--- src/design/mmlt_pkg.sv ---
// Shared types and constants of the min/max LTTB downsampler.
`timescale 1ns / 1ps
package mmlt_pkg;

  // Configuration register indexes
  localparam logic [1:0] REG_SAMPLE_COUNT = 2'd0;
  localparam logic [1:0] REG_GOAL_POINTS  = 2'd1;
  localparam logic [1:0] REG_RATIO_Q4     = 2'd2;
  localparam int CFG_IDX_W = 2;

  // Fixed register widths and lower limits
  localparam int TARGET_W   = 16;
  localparam int RATIO_W    = 12;
  localparam int MIN_TARGET = 3;
  localparam int MIN_RATIO  = 32;

  // Queue between front and back
  localparam int QUEUE_DEPTH = 2;
  localparam int QUEUE_AW    = 1;

  typedef struct packed {
    logic push_a;
    logic push_b;
    logic close;
    logic emit;
    logic last_pt;
  } op_t;

  typedef enum logic [2:0] {
    FR_IDLE,
    FR_BASE_DIV,
    FR_ROUTE,
    FR_NS_DIV,
    FR_SUB_DIV,
    FR_STEP
  } front_state_t;

  typedef enum logic [3:0] {
    BK_IDLE,
    BK_PUSH_A,
    BK_PUSH_B,
    BK_CLOSE,
    BK_DIV_X,
    BK_DIV_Y,
    BK_PREP,
    BK_READ,
    BK_MAG,
    BK_MUL,
    BK_CMP,
    BK_FETCH,
    BK_TAKE,
    BK_EMIT
  } back_state_t;

endpackage

--- src/design/mmlt_fifo.sv ---
// Short queue of packed operations between front and back.
`timescale 1ns / 1ps
module mmlt_fifo #(
  parameter int W = 8
) (
  input  logic         clk,
  input  logic         rst,
  input  logic         wr_en,
  input  logic [W-1:0] wr_data,
  output logic         full,
  input  logic         rd_en,
  output logic [W-1:0] rd_data,
  output logic         empty
);
  import mmlt_pkg::*;

  logic [W-1:0]        store [QUEUE_DEPTH];
  logic [QUEUE_AW-1:0] wp;
  logic [QUEUE_AW-1:0] rp;
  logic [QUEUE_AW:0]   cnt;

  assign full    = cnt == (QUEUE_AW+1)'(QUEUE_DEPTH);
  assign empty   = cnt == '0;
  assign rd_data = store[rp];

  // Pointers and fill level
  always_ff @(posedge clk) begin
    if (rst) begin
      wp  <= '0;
      rp  <= '0;
      cnt <= '0;
    end else begin
      if (wr_en) wp <= wp + QUEUE_AW'(1);
      if (rd_en) rp <= rp + QUEUE_AW'(1);
      if (wr_en && !rd_en) cnt <= cnt + (QUEUE_AW+1)'(1);
      else if (rd_en && !wr_en) cnt <= cnt - (QUEUE_AW+1)'(1);
    end
  end

  // Entry storage
  always_ff @(posedge clk) begin
    if (wr_en) store[wp] <= wr_data;
  end

endmodule

--- config.mk ---
export PLATFORM = sky130hd
export DESIGN_NAME = mmlt_fifo
export DESIGN_NICKNAME = d
export VERILOG_FILES = /design/src/design/mmlt_pkg.sv /design/src/design/mmlt_fifo.sv
export SDC_FILE = /design/constraint.sdc
export NUM_CORES = 1
export LEC_CHECK = 0
export BUFFER_PORTS_ARGS = -buffer_cell sky130_fd_sc_hd__buf_2
export CORE_MARGIN = 4
export CORE_UTILIZATION = 48
export DETAILED_ROUTE_END_ITERATION = 10
export HOLD_SLACK_MARGIN = 0.03
export PLACE_DENSITY = 0.84
export SLEW_MARGIN = 20
export SYNTH_ARGS = -nofsm -noshare
export SYNTH_HDL_FRONTEND = slang
export SYNTH_SLANG_ARGS = --single-unit
--- constraint.sdc ---
create_clock -name clk -period 1.5 [get_ports clk]
set_input_delay 0.3 -clock clk [delete_from_list [all_inputs] [get_ports clk]]
set_output_delay 0.3 -clock clk [all_outputs]
set_load 0.005 [all_outputs]
Word-level counts from Yosys, hierarchy flattened
Memory sizes are Yosys's and may differ from the RTL's. A register that Yosys moved wholly into a read port is not among the register bits. Index checks and enable logic that the tools add are counted.

Flip-flop bits (word level): 4. Bits in latches: 0. Memory bits (writable): 16. Bits in read-only memories: 0. Input port bits: 12. Output and inout bits: 10. Logic and storage cells: 21. Memories: 1.

Add/subtract/negate cells: 4. $mul: 0. Divide/modulo/power cells: 0. $lt $le $gt $ge: 0. Equality and inequality tests: 1. Shift operators: 0. Muxes and demuxes: 6. Bitwise operators: 0. Reduce and logical (&&, ||, !) cells: 6.

Memories: store (depth 2, width 8, rd ports 1, clocked after memory_dff 1, wr ports 1, line mmlt_fifo.sv:17) `logic [W-1:0] store [QUEUE_DEPTH];`.

Operator list (number): 2-to-1 mux 1 bit (4); 2-to-1 mux 2 bit (2); adder 1 bit, second input constant (2); adder 2 x 1 -> 2 bit, second input constant (1); == test 2 bit, second input constant (1); logical AND 1 bit (2); zero test 1 bit (2); zero test 2 bit (1); nonzero test 2 bit (1); subtractor 2 x 1 -> 2 bit, second input constant (1).

Longest topological paths before layout
Word-level depth: 4. Mapped depth: 5. Depth with buffers taken out: 5.

Worst setup path before layout
Ideal clock, no wire load.

Kind: in2reg. Start: in rd_en. End: reg cnt[1]. Library setup time: 0.070 ns. Arrival: 1.074 ns. Data required time: 1.430 ns. Slack: 0.356 ns. Stages on the path: 4. Path buffers: 0. Path through: inv_1 -> ha_1 -> or3_1 -> a21oi_1.

Longest elaborated chain between the ends: 3. Elaborated cells on any way between the ends: 5. Those cells by class: 1 x mux; 4 x reduce/logical.

RTL lines: from (decl) (line mmlt_fifo.sv:11) `input logic rd_en,`; zero test 1 bit (line mmlt_fifo.sv:35) `if (wr_en && !rd_en) cnt <= cnt + (QUEUE_AW+1)'(1);`; logical AND 1 bit (line mmlt_fifo.sv:35); 2-to-1 mux 2 bit or nonzero test 2 bit (tied branches); to (signal assigned) (line mmlt_fifo.sv:35); to (signal assigned) (line mmlt_fifo.sv:36) `else if (rd_en && !wr_en) cnt <= cnt - (QUEUE_AW+1)'(1);`; to (decl) (line mmlt_fifo.sv:20) `logic [QUEUE_AW:0] cnt;`.

Parallel ways exist; a longest one is shown, timed or not. A chain may end at the register's enable or synchronous reset.

==> flow_metrics.tcl <==
set metrics [dict create \
    outcome "complete, no violations" \
    tightest_slew_ns 0.3522 \
    p_per_area_mw_per_mm2 1149 \
    vias 430 \
    grtUsageMet2_pct 14.57 \
    setup_viol 0 \
    rsz0062_at_grt "true" \
    gr-usage-met3_pct 3.067 \
    final_antenna_net_count 0 \
    drv_slew 0 \
    postCtsSetupBuffers 0 \
    cp_max_fo 8 \
    clk_latency_ns 0.28 \
    pre_cts_ws_ns 0.1705 \
    wire_per_inst_um 12.59 \
    ys_async_sr_fraction_pct 0 \
    synth.yosys.seq_area_share_pct 74.12 \
    avgSynthCellArea_um2 16.66 \
    worstHoldPathType "in2reg" \
    cts_tree "done" \
    cp.arrival_ns 1.18 \
    fin_cells 88 \
    synth_edf_count 16 \
    syn_inst 47 \
    drc 0 \
    synthesis.area_um2 783.3 \
    antenna_found_initial 0 \
    overflow 0 \
    start_kind "register" \
    drive_above_1_share_pct 48.61 \
    worst_slack_ns 0.02294 \
    fmax_mhz 677.0 \
    crit_type "reg2out" \
    yosys_warnings 0 \
    synth_area_leader_cell "edfxtp_1" \
    synth.distinct_cells 15 \
    die_x_um 48.40 \
    use_met1_pct 13.05 \
    root_buffer "clkbuf_4" \
    synth_seq_cells 21 \
    p_leak_uw 0.0003840 \
    grt_max_degree 12 \
    synthTopCellsByCount "edfxtp_1, mux2_2, dfxtp_1, nor2_1" \
    synth_top_area_share_pct 61.34 \
    die_area_mm2 0.002342 \
    num_antenna_cells 0 \
    numPlacedInstances 84 \
    finalWirelength_um 1108 \
    die_height_um 48.40 \
    gp_congestion 0.6227 \
    drt_iter0_drc 5 \
    viasPerCell 4.886 \
    timing.final.crit_share_pct 98.47 \
    first_pass_iters 3 \
    synth_flop_cell "edfxtp_1" \
    final_util_pct 62.40 \
    max_cap_viol_count 0 \
    fin_skew_ns 0.004549 \
    tns_ns 0 \
    r2r_slack_ns 0.43 \
    fin_crit_ns 1.477 \
    cts.clk_slew.worst_paths_ns 0.10 \
    syn-num-nets 60 \
    hpwlAfterDp_um 835.6 \
    worstPathRequired_ns 1.20 \
    area_growth_pct 21.41 \
    nNetsFinal 86 \
    grt_first_pass_wirelength_um 1794 \
    crit_path_end_kind "output pin" \
    ios 22 \
    synth.most_common_cell "edfxtp_1" \
    numCtsBuffers 3 \
    slew_headroom_pct 76.52 \
    design.core.area_mm2 0.001524 \
    power.total_uw 1093 \
    vdd_drop_max_v 0.0006660 \
    grt_util_all_layers_pct 9.786 \
    hold_violations 0 \
    rows 14 \
    port_buffers 21 \
    grt_pass1_vias 431 \
    htreeDepth 1 \
    synth.area.top_cells "edfxtp_1, dfxtp_1, mux2_2, nor2_1, xnor2_1" \
    grt_busiest_layer "met2" \
    clockBufferDepth 2 \
    cts_sinks 21 \
    start_util_pct 51.40 \
]
## worst max-delay path: stages (launching register included)
cell and delay (ns):
dfxtp_4 0.43, mux2_2 0.34, buf_2 0.12
## through the flow
step	hold WS [ns]	area (um2)
after floorplan	0.3691	783.3
after global placement	0.4829	910.9
after detailed placement	0.4919	910.9
after CTS	0.1882	940.9
after global routing	0.1747	950.9
final	0.1963	950.9
## worst paths after layout
path / startpoint / endpoint / depth (start not counted)
min reg2reg: cnt[1]$_SDFFE_PP0P_ / cnt[1]$_SDFFE_PP0P_ / 2
min: wr_data[1] / store[1][1]$_DFFE_PP_ / 1
max reg2reg: wp$_SDFFE_PP0P_ / store[1][4]$_DFFE_PP_ / 1
max: register / rd_data[7] / 2
## registers in the layout (all words and copies together), names as in the netlist, named ones only
signal and count:
store 16, cnt 2, rp 1, wp 1
## power breakdown
group / switching (uW) / internal (uW)
logic: 61.3 / 87.0
clock network: 144 / 103
registers: 25.8 / 672
## kinds of logic after synthesis
| group | Yosys count | synth area share [%] |
|---|---|---|
| buffers and inverters | 2 | 1.117 |
| AO/OA/AOI/OAI | 2 | 1.277 |
| flip-flops | 21 | 74.12 |
| adder cells (fa/ha/maj) | 1 | 1.597 |
| XOR/XNOR | 4 | 4.474 |
| AND/OR/NAND/NOR | 9 | 5.913 |
| multiplexers | 8 | 11.50 |
## area by class of cell
cell class                      instances  area (um2)
Multi-Input combinational cell         24       197.7
Inverter                                1       3.754
Clock buffer                            4       26.28
Fill cell                             121       573.1
Timing Repair Buffer                   22       118.9
Sequential cell                        21       584.3
Tap cell                               16       20.02
## routing by layer
| metal | vias to the layer above | wire [um] |
|---|---|---|
| met3 | 0 | 87 |
| met5 | - | 0 |
| met2 | 15 | 549 |
| met1 | 197 | 472 |
| li1 | 218 | - |
| met4 | 0 | 0 |
## layout by cell type (no fill, tap or decap)
cell type	count
buf_2	20
edfxtp_1	16
mux2_2	7
nor2_1	5
dfxtp_1	4
clkbuf_4	3
xnor2_1	2
xor2_1	2
inv_1	1
mux2_4	1
and2_1	1
and2b_2	1
nor2b_1	1
o21ai_0	1
or3_1	1
a21oi_1	1
ha_1	1
dfxtp_4	1
clkbuf_1	1
buf_6	1
buf_4	1
## what timing repair did
| item | in CTS | in global routing |
|---|---|---|
| gates resized for setup | 2 | 2 |
| hold buffers | 0 | 0 |
| setup endpoints to repair | 8 | 8 |
No activity file was read; power rests on OpenSTA's default activity.
