[src/design/mmlt_pkg.sv]
// Shared types and constants of the min/max LTTB downsampler.
`timescale 1ns / 1ps
package mmlt_pkg;

  // Configuration register indexes
  localparam logic [1:0] REG_SAMPLE_COUNT = 2'd0;
  localparam logic [1:0] REG_GOAL_POINTS  = 2'd1;
  localparam logic [1:0] REG_RATIO_Q4     = 2'd2;
  localparam int CFG_IDX_W = 2;

  // Fixed register widths and lower limits
  localparam int TARGET_W   = 16;
  localparam int RATIO_W    = 12;
  localparam int MIN_TARGET = 3;
  localparam int MIN_RATIO  = 32;

  // Queue between front and back
  localparam int QUEUE_DEPTH = 2;
  localparam int QUEUE_AW    = 1;

  typedef struct packed {
    logic push_a;
    logic push_b;
    logic close;
    logic emit;
    logic last_pt;
  } op_t;

  typedef enum logic [2:0] {
    FR_IDLE,
    FR_BASE_DIV,
    FR_ROUTE,
    FR_NS_DIV,
    FR_SUB_DIV,
    FR_STEP
  } front_state_t;

  typedef enum logic [3:0] {
    BK_IDLE,
    BK_PUSH_A,
    BK_PUSH_B,
    BK_CLOSE,
    BK_DIV_X,
    BK_DIV_Y,
    BK_PREP,
    BK_READ,
    BK_MAG,
    BK_MUL,
    BK_CMP,
    BK_FETCH,
    BK_TAKE,
    BK_EMIT
  } back_state_t;

endpackage

[src/design/mmlt_div.sv]
// Restoring unsigned divider, one quotient bit per cycle.
`timescale 1ns / 1ps
module mmlt_div #(
  parameter int NUM_W = 29,
  parameter int DEN_W = 16
) (
  input  logic             clk,
  input  logic             rst,
  input  logic             start,
  input  logic [NUM_W-1:0] num,
  input  logic [DEN_W-1:0] den,
  output logic             done,
  output logic [NUM_W-1:0] quo,
  output logic [DEN_W-1:0] rem
);
  localparam int CNT_W = $clog2(NUM_W + 1);

  logic             busy;
  logic [CNT_W-1:0] cnt;
  logic [DEN_W-1:0] den_r;
  logic [DEN_W:0]   trial;
  logic [DEN_W:0]   diff;
  logic             fits;

  // Shift in the next dividend bit and try the subtraction
  always_comb begin
    trial = {rem, quo[NUM_W-1]};
    diff  = trial - {1'b0, den_r};
    fits  = trial >= {1'b0, den_r};
  end

  // Control
  always_ff @(posedge clk) begin
    if (rst) begin
      busy <= 1'b0;
      done <= 1'b0;
      cnt  <= '0;
    end else begin
      done <= 1'b0;
      if (start) begin
        busy <= 1'b1;
        cnt  <= CNT_W'(NUM_W);
      end else if (busy) begin
        cnt <= cnt - CNT_W'(1);
        if (cnt == CNT_W'(1)) begin
          busy <= 1'b0;
          done <= 1'b1;
        end
      end
    end
  end

  // Datapath
  always_ff @(posedge clk) begin
    if (start) begin
      quo   <= num;
      rem   <= '0;
      den_r <= den;
    end else if (busy) begin
      rem <= fits ? diff[DEN_W-1:0] : trial[DEN_W-1:0];
      quo <= {quo[NUM_W-2:0], fits};
    end
  end

endmodule

[src/design/mmlt_front.sv]
// Front end: sample intake, bucket bookkeeping, extremes and sums.
`timescale 1ns / 1ps
module mmlt_front #(
  parameter int DATA_BITS       = 32,
  parameter int COUNT_BITS      = 24,
  parameter int CANDIDATE_DEPTH = 64,
  localparam int CFG_W = (COUNT_BITS > 16) ? COUNT_BITS : 16,
  localparam int SW    = DATA_BITS + COUNT_BITS,
  localparam int EW    = $bits(mmlt_pkg::op_t) + 4*DATA_BITS + 1 + 2*SW + COUNT_BITS
) (
  input  logic                              clk,
  input  logic                              rst,
  input  logic                              cfg_we,
  input  logic [mmlt_pkg::CFG_IDX_W-1:0]    cfg_index,
  input  logic [CFG_W-1:0]                  cfg_data,
  input  logic                              s_valid,
  output logic                              s_ready,
  input  logic signed [DATA_BITS-1:0]       s_x,
  input  logic signed [DATA_BITS-1:0]       s_y,
  input  logic                              s_v,
  output logic                              q_wr,
  output logic [EW-1:0]                     q_data,
  input  logic                              q_full
);
  import mmlt_pkg::*;

  localparam int DB   = DATA_BITS;
  localparam int CW   = COUNT_BITS;
  localparam int NW   = CW + 5;
  localparam int VW   = TARGET_W;
  localparam int HALF = CANDIDATE_DEPTH / 2;
  localparam int SIW  = $clog2(HALF + 1);
  localparam int PW   = (CW > TARGET_W) ? CW : TARGET_W;

  front_state_t state, state_next;

  // Configuration
  logic [CW-1:0]       sample_count;
  logic [TARGET_W-1:0] goal_points;
  logic [RATIO_W-1:0]  ratio_q4;

  // Held sample
  logic signed [DB-1:0] smp_x, smp_y;
  logic                 smp_v;

  // Series and bucket state
  logic [CW-1:0]        sample_index;
  logic [TARGET_W-1:0]  bucket_number;
  logic [CW-1:0]        bucket_position;
  logic [CW-1:0]        sub_interval_position;
  logic [SIW-1:0]       sub_interval_number;
  logic signed [DB-1:0] max_x, max_y, min_x, min_y;
  logic [CW-1:0]        max_at, min_at;
  logic                 extremes_seen;
  logic signed [SW-1:0] sum_of_x, sum_of_y;
  logic [CW-1:0]        valid_sample_count;
  logic [CW-1:0]        bucket_base_size;
  logic [TARGET_W-1:0]  bucket_extra_count;
  logic                 pass_mode;
  logic                 dirty;
  logic [CW-1:0]        sub_q;
  logic [SIW-1:0]       sub_rm;

  // Divider
  logic          div_start, div_done;
  logic [NW-1:0] div_num, div_quo;
  logic [VW-1:0] div_den, div_rem;

  // Derived values
  logic [TARGET_W-1:0] tp_eff;
  logic [RATIO_W-1:0]  ratio_eff;
  logic                pass_now;
  logic                last_hit;
  logic [CW:0]         blen_raw;
  logic [CW-1:0]       blen;
  logic [CW:0]         slen;
  logic [NW-1:0]       ns_num;
  logic [VW-1:0]       ns_clamped;

  // Step values
  logic                 seed;
  logic signed [DB-1:0] nmax_x, nmax_y, nmin_x, nmin_y;
  logic [CW-1:0]        nmax_at, nmin_at;
  logic                 nseen;
  logic [CW:0]          sp1, bp1;
  logic                 sub_end, close;
  logic signed [SW-1:0] nsum_x, nsum_y;
  logic [CW-1:0]        ncnt;

  // Queue entry fields
  op_t                  q_op;
  logic signed [DB-1:0] pa_x, pa_y;
  logic                 pa_v;

  mmlt_div #(.NUM_W(NW), .DEN_W(VW)) u_div (
    .clk   (clk),
    .rst   (rst),
    .start (div_start),
    .num   (div_num),
    .den   (div_den),
    .done  (div_done),
    .quo   (div_quo),
    .rem   (div_rem)
  );

  // Effective registers, sizes and end tests
  always_comb begin
    tp_eff    = (goal_points < TARGET_W'(MIN_TARGET)) ? TARGET_W'(MIN_TARGET) : goal_points;
    ratio_eff = (ratio_q4 < RATIO_W'(MIN_RATIO)) ? RATIO_W'(MIN_RATIO) : ratio_q4;
    pass_now  = PW'(sample_count) <= PW'(tp_eff);
    last_hit  = ({1'b0, sample_index} + (CW+1)'(1)) >= {1'b0, sample_count};
    blen_raw  = {1'b0, bucket_base_size}
              + (CW+1)'(bucket_number < bucket_extra_count);
    blen      = (blen_raw == '0) ? CW'(1) : blen_raw[CW-1:0];
    slen      = {1'b0, sub_q} + (CW+1)'(sub_interval_number < sub_rm);
    ns_num    = NW'({blen, 4'b0000}) + NW'(ratio_eff) - NW'(1);
    if (div_quo == '0) ns_clamped = VW'(1);
    else if (div_quo > NW'(HALF)) ns_clamped = VW'(HALF);
    else ns_clamped = div_quo[VW-1:0];
  end

  // Extremes, positions and sums for one bucket sample
  always_comb begin
    seed    = (sub_interval_position == '0) || (smp_v && !extremes_seen);
    nmax_x  = max_x;
    nmax_y  = max_y;
    nmin_x  = min_x;
    nmin_y  = min_y;
    nmax_at = max_at;
    nmin_at = min_at;
    nseen   = extremes_seen;
    if (seed) begin
      nmax_x  = smp_x;
      nmax_y  = smp_y;
      nmin_x  = smp_x;
      nmin_y  = smp_y;
      nmax_at = sub_interval_position;
      nmin_at = sub_interval_position;
      nseen   = smp_v;
    end else if (smp_v) begin
      if (smp_y > max_y) begin
        nmax_x  = smp_x;
        nmax_y  = smp_y;
        nmax_at = sub_interval_position;
      end
      if (smp_y < min_y) begin
        nmin_x  = smp_x;
        nmin_y  = smp_y;
        nmin_at = sub_interval_position;
      end
    end
    sp1     = {1'b0, sub_interval_position} + (CW+1)'(1);
    bp1     = {1'b0, bucket_position} + (CW+1)'(1);
    sub_end = sp1 >= slen;
    close   = bp1 >= {1'b0, blen};
    nsum_x  = smp_v ? sum_of_x + SW'(smp_x) : sum_of_x;
    nsum_y  = smp_v ? sum_of_y + SW'(smp_y) : sum_of_y;
    ncnt    = smp_v ? valid_sample_count + CW'(1) : valid_sample_count;
  end

  // Next state, divider requests and queue writes
  always_comb begin
    state_next = state;
    s_ready    = 1'b0;
    q_wr       = 1'b0;
    q_op       = '0;
    div_start  = 1'b0;
    div_num    = '0;
    div_den    = '0;
    pa_x       = nmax_x;
    pa_y       = nmax_y;
    pa_v       = nseen;
    unique case (state)
      FR_IDLE: begin
        s_ready = 1'b1;
        if (s_valid) begin
          if (sample_index == '0 && !pass_now) begin
            div_start  = 1'b1;
            div_num    = NW'(sample_count - CW'(2));
            div_den    = VW'(tp_eff - TARGET_W'(2));
            state_next = FR_BASE_DIV;
          end else begin
            state_next = FR_ROUTE;
          end
        end
      end
      FR_BASE_DIV: begin
        if (div_done) state_next = FR_ROUTE;
      end
      FR_ROUTE: begin
        if (last_hit || sample_index == '0 || pass_mode) begin
          pa_x = smp_x;
          pa_y = smp_y;
          pa_v = smp_v;
          if (!q_full) begin
            q_wr         = 1'b1;
            q_op.emit    = 1'b1;
            q_op.last_pt = last_hit;
            state_next   = FR_IDLE;
          end
        end else if (dirty) begin
          div_start  = 1'b1;
          div_num    = ns_num;
          div_den    = VW'(ratio_eff);
          state_next = FR_NS_DIV;
        end else begin
          state_next = FR_STEP;
        end
      end
      FR_NS_DIV: begin
        if (div_done) begin
          div_start  = 1'b1;
          div_num    = NW'(blen);
          div_den    = ns_clamped;
          state_next = FR_SUB_DIV;
        end
      end
      FR_SUB_DIV: begin
        if (div_done) state_next = FR_STEP;
      end
      FR_STEP: begin
        if (!q_full) begin
          q_op.push_a = sub_end;
          q_op.push_b = sub_end && nseen && (nmax_at != nmin_at);
          q_op.close  = close;
          q_wr        = sub_end || close;
          state_next  = FR_IDLE;
        end
      end
      default: state_next = FR_IDLE;
    endcase
  end

  assign q_data = {q_op, pa_x, pa_y, pa_v, nmin_x, nmin_y, nsum_x, nsum_y, ncnt};

  // State register
  always_ff @(posedge clk) begin
    if (rst) state <= FR_IDLE;
    else state <= state_next;
  end

  // Held sample
  always_ff @(posedge clk) begin
    if (state == FR_IDLE && s_valid) begin
      smp_x <= s_x;
      smp_y <= s_y;
      smp_v <= s_v;
    end
  end

  // Configuration and series bookkeeping
  always_ff @(posedge clk) begin
    if (rst) begin
      sample_count          <= CW'(1);
      goal_points           <= TARGET_W'(MIN_TARGET);
      ratio_q4              <= RATIO_W'(MIN_RATIO);
      sample_index          <= '0;
      bucket_number         <= '0;
      bucket_position       <= '0;
      sub_interval_position <= '0;
      sub_interval_number   <= '0;
      max_x                 <= '0;
      max_y                 <= '0;
      min_x                 <= '0;
      min_y                 <= '0;
      max_at                <= '0;
      min_at                <= '0;
      extremes_seen         <= 1'b0;
      sum_of_x              <= '0;
      sum_of_y              <= '0;
      valid_sample_count    <= '0;
      bucket_base_size      <= '0;
      bucket_extra_count    <= '0;
      pass_mode             <= 1'b0;
      dirty                 <= 1'b1;
      sub_q                 <= '0;
      sub_rm                <= '0;
    end else begin
      unique case (state)
        FR_IDLE: begin
          if (s_valid && sample_index == '0) begin
            pass_mode          <= pass_now;
            bucket_base_size   <= '0;
            bucket_extra_count <= '0;
            dirty              <= 1'b1;
          end
        end
        FR_BASE_DIV: begin
          if (div_done) begin
            bucket_base_size   <= div_quo[CW-1:0];
            bucket_extra_count <= div_rem;
          end
        end
        FR_ROUTE: begin
          if ((last_hit || sample_index == '0 || pass_mode) && !q_full) begin
            if (last_hit) begin
              // End of series: return to the starting point
              sample_index          <= '0;
              bucket_number         <= '0;
              bucket_position       <= '0;
              sub_interval_position <= '0;
              sub_interval_number   <= '0;
              extremes_seen         <= 1'b0;
              sum_of_x              <= '0;
              sum_of_y              <= '0;
              valid_sample_count    <= '0;
            end else begin
              sample_index <= sample_index + CW'(1);
            end
          end
        end
        FR_NS_DIV: ;
        FR_SUB_DIV: begin
          if (div_done) begin
            sub_q  <= div_quo[CW-1:0];
            sub_rm <= div_rem[SIW-1:0];
            dirty  <= 1'b0;
          end
        end
        FR_STEP: begin
          if (!q_full) begin
            sample_index <= sample_index + CW'(1);
            max_x        <= nmax_x;
            max_y        <= nmax_y;
            min_x        <= nmin_x;
            min_y        <= nmin_y;
            max_at       <= nmax_at;
            min_at       <= nmin_at;
            // Close the sub-interval
            if (sub_end) begin
              sub_interval_position <= '0;
              sub_interval_number   <= sub_interval_number + SIW'(1);
              extremes_seen         <= 1'b0;
            end else begin
              sub_interval_position <= sp1[CW-1:0];
              extremes_seen         <= nseen;
            end
            // Close the bucket
            if (close) begin
              bucket_position       <= '0;
              sub_interval_position <= '0;
              sub_interval_number   <= '0;
              extremes_seen         <= 1'b0;
              sum_of_x              <= '0;
              sum_of_y              <= '0;
              valid_sample_count    <= '0;
              dirty                 <= 1'b1;
              if (bucket_number != {TARGET_W{1'b1}}) begin
                bucket_number <= bucket_number + TARGET_W'(1);
              end
            end else begin
              bucket_position    <= bp1[CW-1:0];
              sum_of_x           <= nsum_x;
              sum_of_y           <= nsum_y;
              valid_sample_count <= ncnt;
            end
          end
        end
        default: ;
      endcase
      // Register writes; any write forces the sub-interval sizes again
      if (cfg_we) begin
        dirty <= 1'b1;
        case (cfg_index)
          REG_SAMPLE_COUNT: sample_count <= cfg_data[CW-1:0];
          REG_GOAL_POINTS:  goal_points  <= cfg_data[TARGET_W-1:0];
          REG_RATIO_Q4:     ratio_q4     <= cfg_data[RATIO_W-1:0];
          default: ;
        endcase
      end
    end
  end

endmodule

[config.mk]
export PLATFORM = sky130hd
export DESIGN_NAME = mmlt_front
export DESIGN_NICKNAME = d
export VERILOG_FILES = /design/src/design/mmlt_pkg.sv /design/src/design/mmlt_div.sv /design/src/design/mmlt_front.sv
export SDC_FILE = /design/constraint.sdc
export NUM_CORES = 2
export LEC_CHECK = 0
export CAP_MARGIN = 20
export CELL_PAD_IN_SITES_DETAIL_PLACEMENT = 1
export CELL_PAD_IN_SITES_GLOBAL_PLACEMENT = 1
export CORE_ASPECT_RATIO = 1.2
export CORE_MARGIN = 5
export CORE_UTILIZATION = 40
export CTS_CLUSTER_DIAMETER = 40
export CTS_CLUSTER_SIZE = 20
export DETAILED_ROUTE_END_ITERATION = 10
export DONT_BUFFER_PORTS = 1
export GPL_ROUTABILITY_DRIVEN = 0
export PLACE_DENSITY_LB_ADDON = 0.05
export SYNTH_ARGS = -nofsm -noshare
export SYNTH_HDL_FRONTEND = slang
export SYNTH_HIERARCHICAL = 1
export SYNTH_SLANG_ARGS = --single-unit
[constraint.sdc]
create_clock -name clk -period 7.3 [get_ports clk]
set_input_delay 0.73 -clock clk [delete_from_list [all_inputs] [get_ports clk]]
set_output_delay 0.73 -clock clk [all_outputs]
set_load 0.05 [all_outputs]
---- After elaboration in Yosys (flattened, before gate mapping) ----
Cells that the tools add are included.
Widths: inputs -> output; s select.
operators by class
  magnitude comparators ................... 12
  equality and inequality tests ........... 21
  add/subtract/negate cells ............... 17
  reduce and logical (&&, ||, !) cells .... 40
  multiplexer cells ....................... 132
  bitwise logic cells ..................... 2
operator list
  kind                   count
  $mux 24                23
  $mux 32                16
  $mux 56                8
  $pmux 24 s2            5
  $mux 16                14
  $pmux 56 s2            2
  $mux 29                6
  $add 56x32->56         2
  $pmux 29 s3            1
  $add 24x1->25 const B  3
  $pmux 16 s2            2
  $add 24x1->25          2
  $ge 25x24->1           2
  $add 24x1->24 const B  2
  $logic_not 24->1       2
  $pmux 16 s3            1
  $mux 12                3
  $gt 32x32->1           1
  $lt 32x32->1           1
  $mux 6                 5
  $add 28x12->29         1
  $gt 29x6->1 const B    1
  $logic_not 29->1       1
  $sub 29x1->29 const B  1
  other kinds (48)       119
word-level totals
  register bits ........................... 667
  output and inout bits ................... 272
  input port bits ......................... 96

---- Logic depth before layout (Yosys ltp) ----
  depth in word-level cells ............... 10
  depth in mapped cells ................... 41

---- By module ----
The synthesis kept the hierarchy.
by module, submodules not included
  module      instances  area each (sq um)  cells an instance
  mmlt_front  1          40411.3            5218
  mmlt_div    1          3593.4             327

---- Least setup slack after synthesis ----
No wires, ideal clock.
  kind .................................... reg2reg
  start ................................... reg bucket_number[1]
  end ..................................... reg u_div.quo[27] (data pin)
  setup time .............................. 0.260 ns
  path slack .............................. -0.530 ns
  required time ........................... 7.040 ns
  arrival ................................. 7.571 ns
  cell stages (with the launch flop) ...... 40
  cell sequence ........................... dfxtp_1 ha_1 a21o_1 a21o_1 a21o_1 a21o_1 a21o_1 a21o_1 a21oi_1 o21ai_0 nand3_1 a21oi_1 a211oi_1 ha_1 ha_1 clkbuf_1 nand3_1 xor2_1 [... 4 more ...] nor4_1 a31oi_1 ha_1 inv_1 ha_1 a21oi_1 a21boi_1 o21ai_1 a211oi_1 o32a_1 a221o_1 a21oi_1 o211ai_1 a2111o_1 a31oi_1 xor2_1 o21ai_1 mux2_2
on the way
  cells in the longest elaborated chain, start to end .. 10
RTL lines
  what                      RTL line           text
  start: declaration        mmlt_front.sv:48   logic [TARGET_W-1:0] bucket_number;
  start signal: assignment  mmlt_front.sv:349  bucket_number <= bucket_number + TARGET_W'(1);
  $lt 16x16->1 (*)          mmlt_front.sv:113  + (CW+1)'(bucket_number < bucket_extra_count);
  $add 24x1->25 (*)         mmlt_front.sv:113
  $logic_not 25->1          mmlt_front.sv:114  blen = (blen_raw == '0) ? CW'(1) : blen_raw[CW-1:0];
  $mux 24 (*)               mmlt_front.sv:114
  $add 28x12->29 (*)        mmlt_front.sv:116  ns_num = NW'({blen, 4'b0000}) + NW'(ratio_eff) - NW'(1);
  $sub 29x1->29 (*)         mmlt_front.sv:116
  $mux 29 (*)               mmlt_front.sv:201  end else if (dirty) begin
  $mux 29 (*)               mmlt_front.sv:191  if (last_hit || sample_index == '0 || pass_mode) begin
  $pmux 29 s3 (*)           mmlt_front.sv:173  unique case (state)
  via div_num[27]           mmlt_front.sv:66   logic [NW-1:0] div_num, div_quo;
  $mux 29 (*)               mmlt_div.sv:55     if (start) begin
  end signal: assignment    mmlt_div.sv:56     quo <= num;
  end signal: assignment    mmlt_div.sv:61     quo <= {quo[NUM_W-2:0], fits};
  end: declaration          mmlt_div.sv:13     output logic [NUM_W-1:0] quo,
Mark *: on every way through the listed nets, which the timed path passes. The rest lies on a longest branch.
A chain may end at the register's enable or synchronous reset.

---- Final worst setup path ----
  start ................................... reg bucket_extra_count[1]
  end ..................................... out q_wr
on the way
  cells in the longest elaborated chain, start to end .. 8
RTL lines
  what                      RTL line           text
  start: declaration        mmlt_front.sv:58   logic [TARGET_W-1:0] bucket_extra_count;
  start signal: assignment  mmlt_front.sv:291  bucket_extra_count <= div_rem;
  $lt 16x16->1 (*)          mmlt_front.sv:113
  $add 24x1->25 (*)         mmlt_front.sv:113
  $logic_not 25->1          mmlt_front.sv:114
  $mux 24 (*)               mmlt_front.sv:114
  $ge 25x24->1 (*)          mmlt_front.sv:155  close = bp1 >= {1'b0, blen};
  $logic_or 1x1->1 (*)      mmlt_front.sv:226  q_wr = sub_end || close;
  $mux 1 (*)                mmlt_front.sv:222  if (!q_full) begin
  $pmux 1 s2 (*)            mmlt_front.sv:173
  end: declaration          mmlt_front.sv:21   output logic q_wr,
Every way passes the cells marked *; elsewhere a longest branch is shown, timed or not.

==> flow_metrics.tcl <==
set metrics [dict create \
    synth-xor-area-share_pct 6.83 \
    clock_insertion_delay_worst_skew_ns 0.77 \
    layout_setup_ws_ns -0.414 \
    cts.path.max_buffers 3 \
    grt_max_degree 490 \
    area_fraction_in_compound_gates_after_synthesis_pct 20.9 \
    fin_total_pwr_mw 14.8 \
    dp.final_hpwl_mm 122 \
    crit_path_start_kind "flip-flop" \
    setup_tns_ns -0.988 \
    clkSlewWorstSetupHoldPaths_ns 0.05 \
    hold_end "smp_x[9]" \
    synth.yosys.seq_area_share_pct 32.8 \
    mappedNetlistNets 5995 \
    worst_slew_slack_as_a_fraction_of_its_limit_pct -8.58 \
    synth_top_area_share_pct 25.3 \
    postSynth.asyncResetShare_pct 0 \
    maxCapViolations 0 \
    track_usage_pct 27.6 \
    critical_path_class "flip-flop to output pin" \
    layout.area.seq_sq_mm 0.0145 \
    routed_antenna_nets 0 \
    synth_simple_gate_area_share_pct 20.1 \
    dieArea_sq_mm 0.117 \
    drt_drc_violations_left 0 \
    clock_tree.htree_level_count 4 \
    via_count_of_the_first_global_routing_pass 42100 \
    post-route-period-util_pct 106 \
    avgViaCountPerCell 5.77 \
    antenna_violations_before_repair 3 \
    worst_hold_path.num_cells 0 \
    starting_drt_drc_count 2054 \
    placementRows 133 \
    syn_warnings 6 \
    synthMostInstantiatedCell "nand2_1" \
    fp.coreArea_sq_mm 0.109 \
    worst_path_largest_cell_delay_ns 0.45 \
    vdd.ir_drop.worst_mv 0.234 \
    setup-violations-final 5 \
    hold_start "s_x[9]" \
    timing.critical_path.required_ns 6.57 \
    multiInputGateArea_sq_mm 0.0279 \
    rrSetupSlack_ns -0.24 \
    rsz0062_at_grt "true" \
    detail_route.wirelength_mm 168 \
    holdCritPathClass "input port to flip-flop" \
    maximum_frequency_from_static_timing_analysis_mhz 130 \
    drive_above_1_share_pct 13.4 \
    io_buffers 0 \
    timing.critical_path.to_type "output pin" \
    edff_count_synth 110 \
    synth.lib_cells_used.distinct 97 \
    fillCellCount 13000 \
    timing_worst_slew_pin_value_ns 1.63 \
    critical-path-slowest-cell "or4_4" \
    synthMuxAreaShare_pct 4.06 \
    postLayoutCellArea_sq_mm 0.0519 \
    synth.avg_cell_area_sq_um 7.94 \
    timing_max_transition_violations_final 122 \
    layout.nets 6066 \
    r2r_end "u_div/quo[27]" \
    worst-r2r-cell-count 41 \
    synth_top_family_by_area "compound AO/OA/AOI/OAI gates" \
    timing.clock.skew_ns 0.0298 \
    synth_largest_area_cell "dfxtp_1" \
    crit_path_max_fanout 4 \
    violations_in_the_final_reports "max-slew violations, negative setup slack" \
    timing.rr.start "bucket_extra_count[1]" \
    tritoncts "built" \
    global_route_wire_length_before_repair_mm 254 \
    dominantRegCellSynth "dfxtp_1" \
    route.vias.total 41300 \
    numPlacedInstances 6883 \
    detailed_place.area_sq_mm 0.0467 \
    dieWidth_um 313 \
    ys_seq_elements 667 \
    p_leak_nw 21.0 \
    cts-buffers-inserted 136 \
    pwr_density_cell_mw_per_mm2 285 \
    area_delta_synth_final_pct 18.0 \
    number_of_cells_produced_by_synthesis 5545 \
    synthTopCellsByCount "nand2_1 (965), a21oi_1 (588), dfxtp_1 (557)" \
    grt.overflow.total 0 \
    finalHoldViolations 0 \
    worst_ep_arrival_time_ns 6.98 \
    status "finished with violations" \
    initial_utilization_pct 40.2 \
    critical-path-top-cell-by-count "a21o_1" \
    avgRoutedWirePerCell_um 23.5 \
    cts-root-buf "clkbuf_16" \
    tritoncts_num_sinks 667 \
    drt-pass1-iter-count 7 \
    design.portCount 368 \
    fin_crit_ns 7.71 \
    synth_area_leaders "dfxtp_1 (25%), ha_1 (10%), nand2_1 (8.2%)" \
    instances_no_fill 7148 \
    syn_area_sq_mm 0.0440 \
    die_boundary_height_um 373 \
    ctsHoldBuffers 0 \
    synth_fa_ha_area_share_pct 10.1 \
]
[cells in the final DEF, fill, tap and decap left out, types with 28 or more instances in the layout]
cell type	Yosys	layout
o21ai_0	200	145
mux2_2	155	147
a21o_1	150	150
nor2b_1	28	28
a22o_1	28	28
edfxtp_1	110	110
a22oi_1	116	116
xnor2_1	205	203
a21oi_1	588	575
a31oi_1	36	32
o221ai_1	42	37
or3_1	35	34
o21ai_1	36	87
and3_1	66	65
xor2_1	138	137
ha_1	350	343
nand2b_1	31	31
buf_4	2	226
nor2_1	377	366
nand3_1	173	167
nand4_1	84	84
clkbuf_16	0	145
nand2_1	965	959
nor4_1	31	29
inv_1	266	263
nor3_1	68	64
o21a_1	49	49
nand3b_1	28	28
dfxtp_1	557	554
[layer usage]
layer  wire [um]  share of wire (%)  GRT usage [%]  up-vias
li1            -                  -              -    19800
met1       67600                 40           31.1    20400
met2       85600                 51           50.6      766
met3        8310                4.9           6.10      266
met4        6250                3.7           10.3        0
met5           0                  0              0        -
[kinds of logic after synthesis]
group                      after synthesis
muxes                                  159
buffers and inverters                  584
and+or+nand+nor                       1975
xor gates and xnor gates               343
adders and majority gates              354
DFF                                    667
AOI/OAI and AO/OA                     1463
[report_power, final]
part	internal, mW	leakage [nW]	switching, mW
registers	4.02	5.54	0.344
clock network	4.13	2.27	2.26
logic	1.39	13.2	2.67
total	9.54	21.0	5.27
[worst max-delay path by stage]
stage	slack, ns	depth (start not counted)	endpoint	start
2_1_floorplan	0.01	40	u_div/quo[27]	bucket_extra_count[1]
3_3_place_gp	-0.62	40	u_div/quo[27]	bucket_extra_count[1]
6_report	-0.41	38	q_wr	bucket_extra_count[1]
5_1_grt	-0.90	38	q_wr	bucket_extra_count[1]
4_1_cts	-0.68	38	q_wr	bucket_extra_count[1]
3_5_place_dp	-0.62	40	u_div/quo[27]	bucket_extra_count[1]
[area by class of cell]
cell class                      count  share of cell area, %
Clock buffer                      167                   7.26
Tap cell                         1417                   3.41
Timing Repair Buffer              250                   4.07
Antenna cell                        3                 0.0145
Sequential cell                   667                   27.8
Inverter                          267                   1.93
Clock inverter                     83                   1.74
Multi-Input combinational cell   4294                   53.7
[critical path, delay by kind of cell, from the launching register on]
kind / cells / cell delay (ns)
AOI/OAI and AO/OA: 18 / 2.71
xor gates and xnor gates: 1 / 0.16
adders and majority gates: 4 / 0.65
buffers and inverters: 5 / 0.60
DFF: 1 / 0.33
and+or+nand+nor: 10 / 1.74
[per-stage QoR]
| step | worst slack, ns | hold slack [ns] | util (%) |
|---|---|---|---|
| after floorplan | 0.0103 | 0.430 | - |
| after global placement | -0.620 | 0.439 | 42.7 |
| after detailed placement | -0.625 | 0.445 | 42.7 |
| after CTS | -0.676 | 0.00496 | 47.2 |
| after global routing | -0.897 | 0.00685 | 47.4 |
| final | -0.414 | 0.0591 | 47.4 |
[registers in the layout, indices dropped and copies added (netlist names), 29 cells and up]
register and cells:
max_x 32, max_y 32, min_x 32, min_y 32, smp_x 32, smp_y 32, sum_of_x 56, sum_of_y 56
u_div/quo 29
[repair_timing]
action	CTS	global route
buffers inserted	5	6
resized for setup	55	36
gates cloned	0	3
setup endpoints to repair	114	267
pin swaps	37	27
Note: power is estimated with default switching activity, not from simulation.
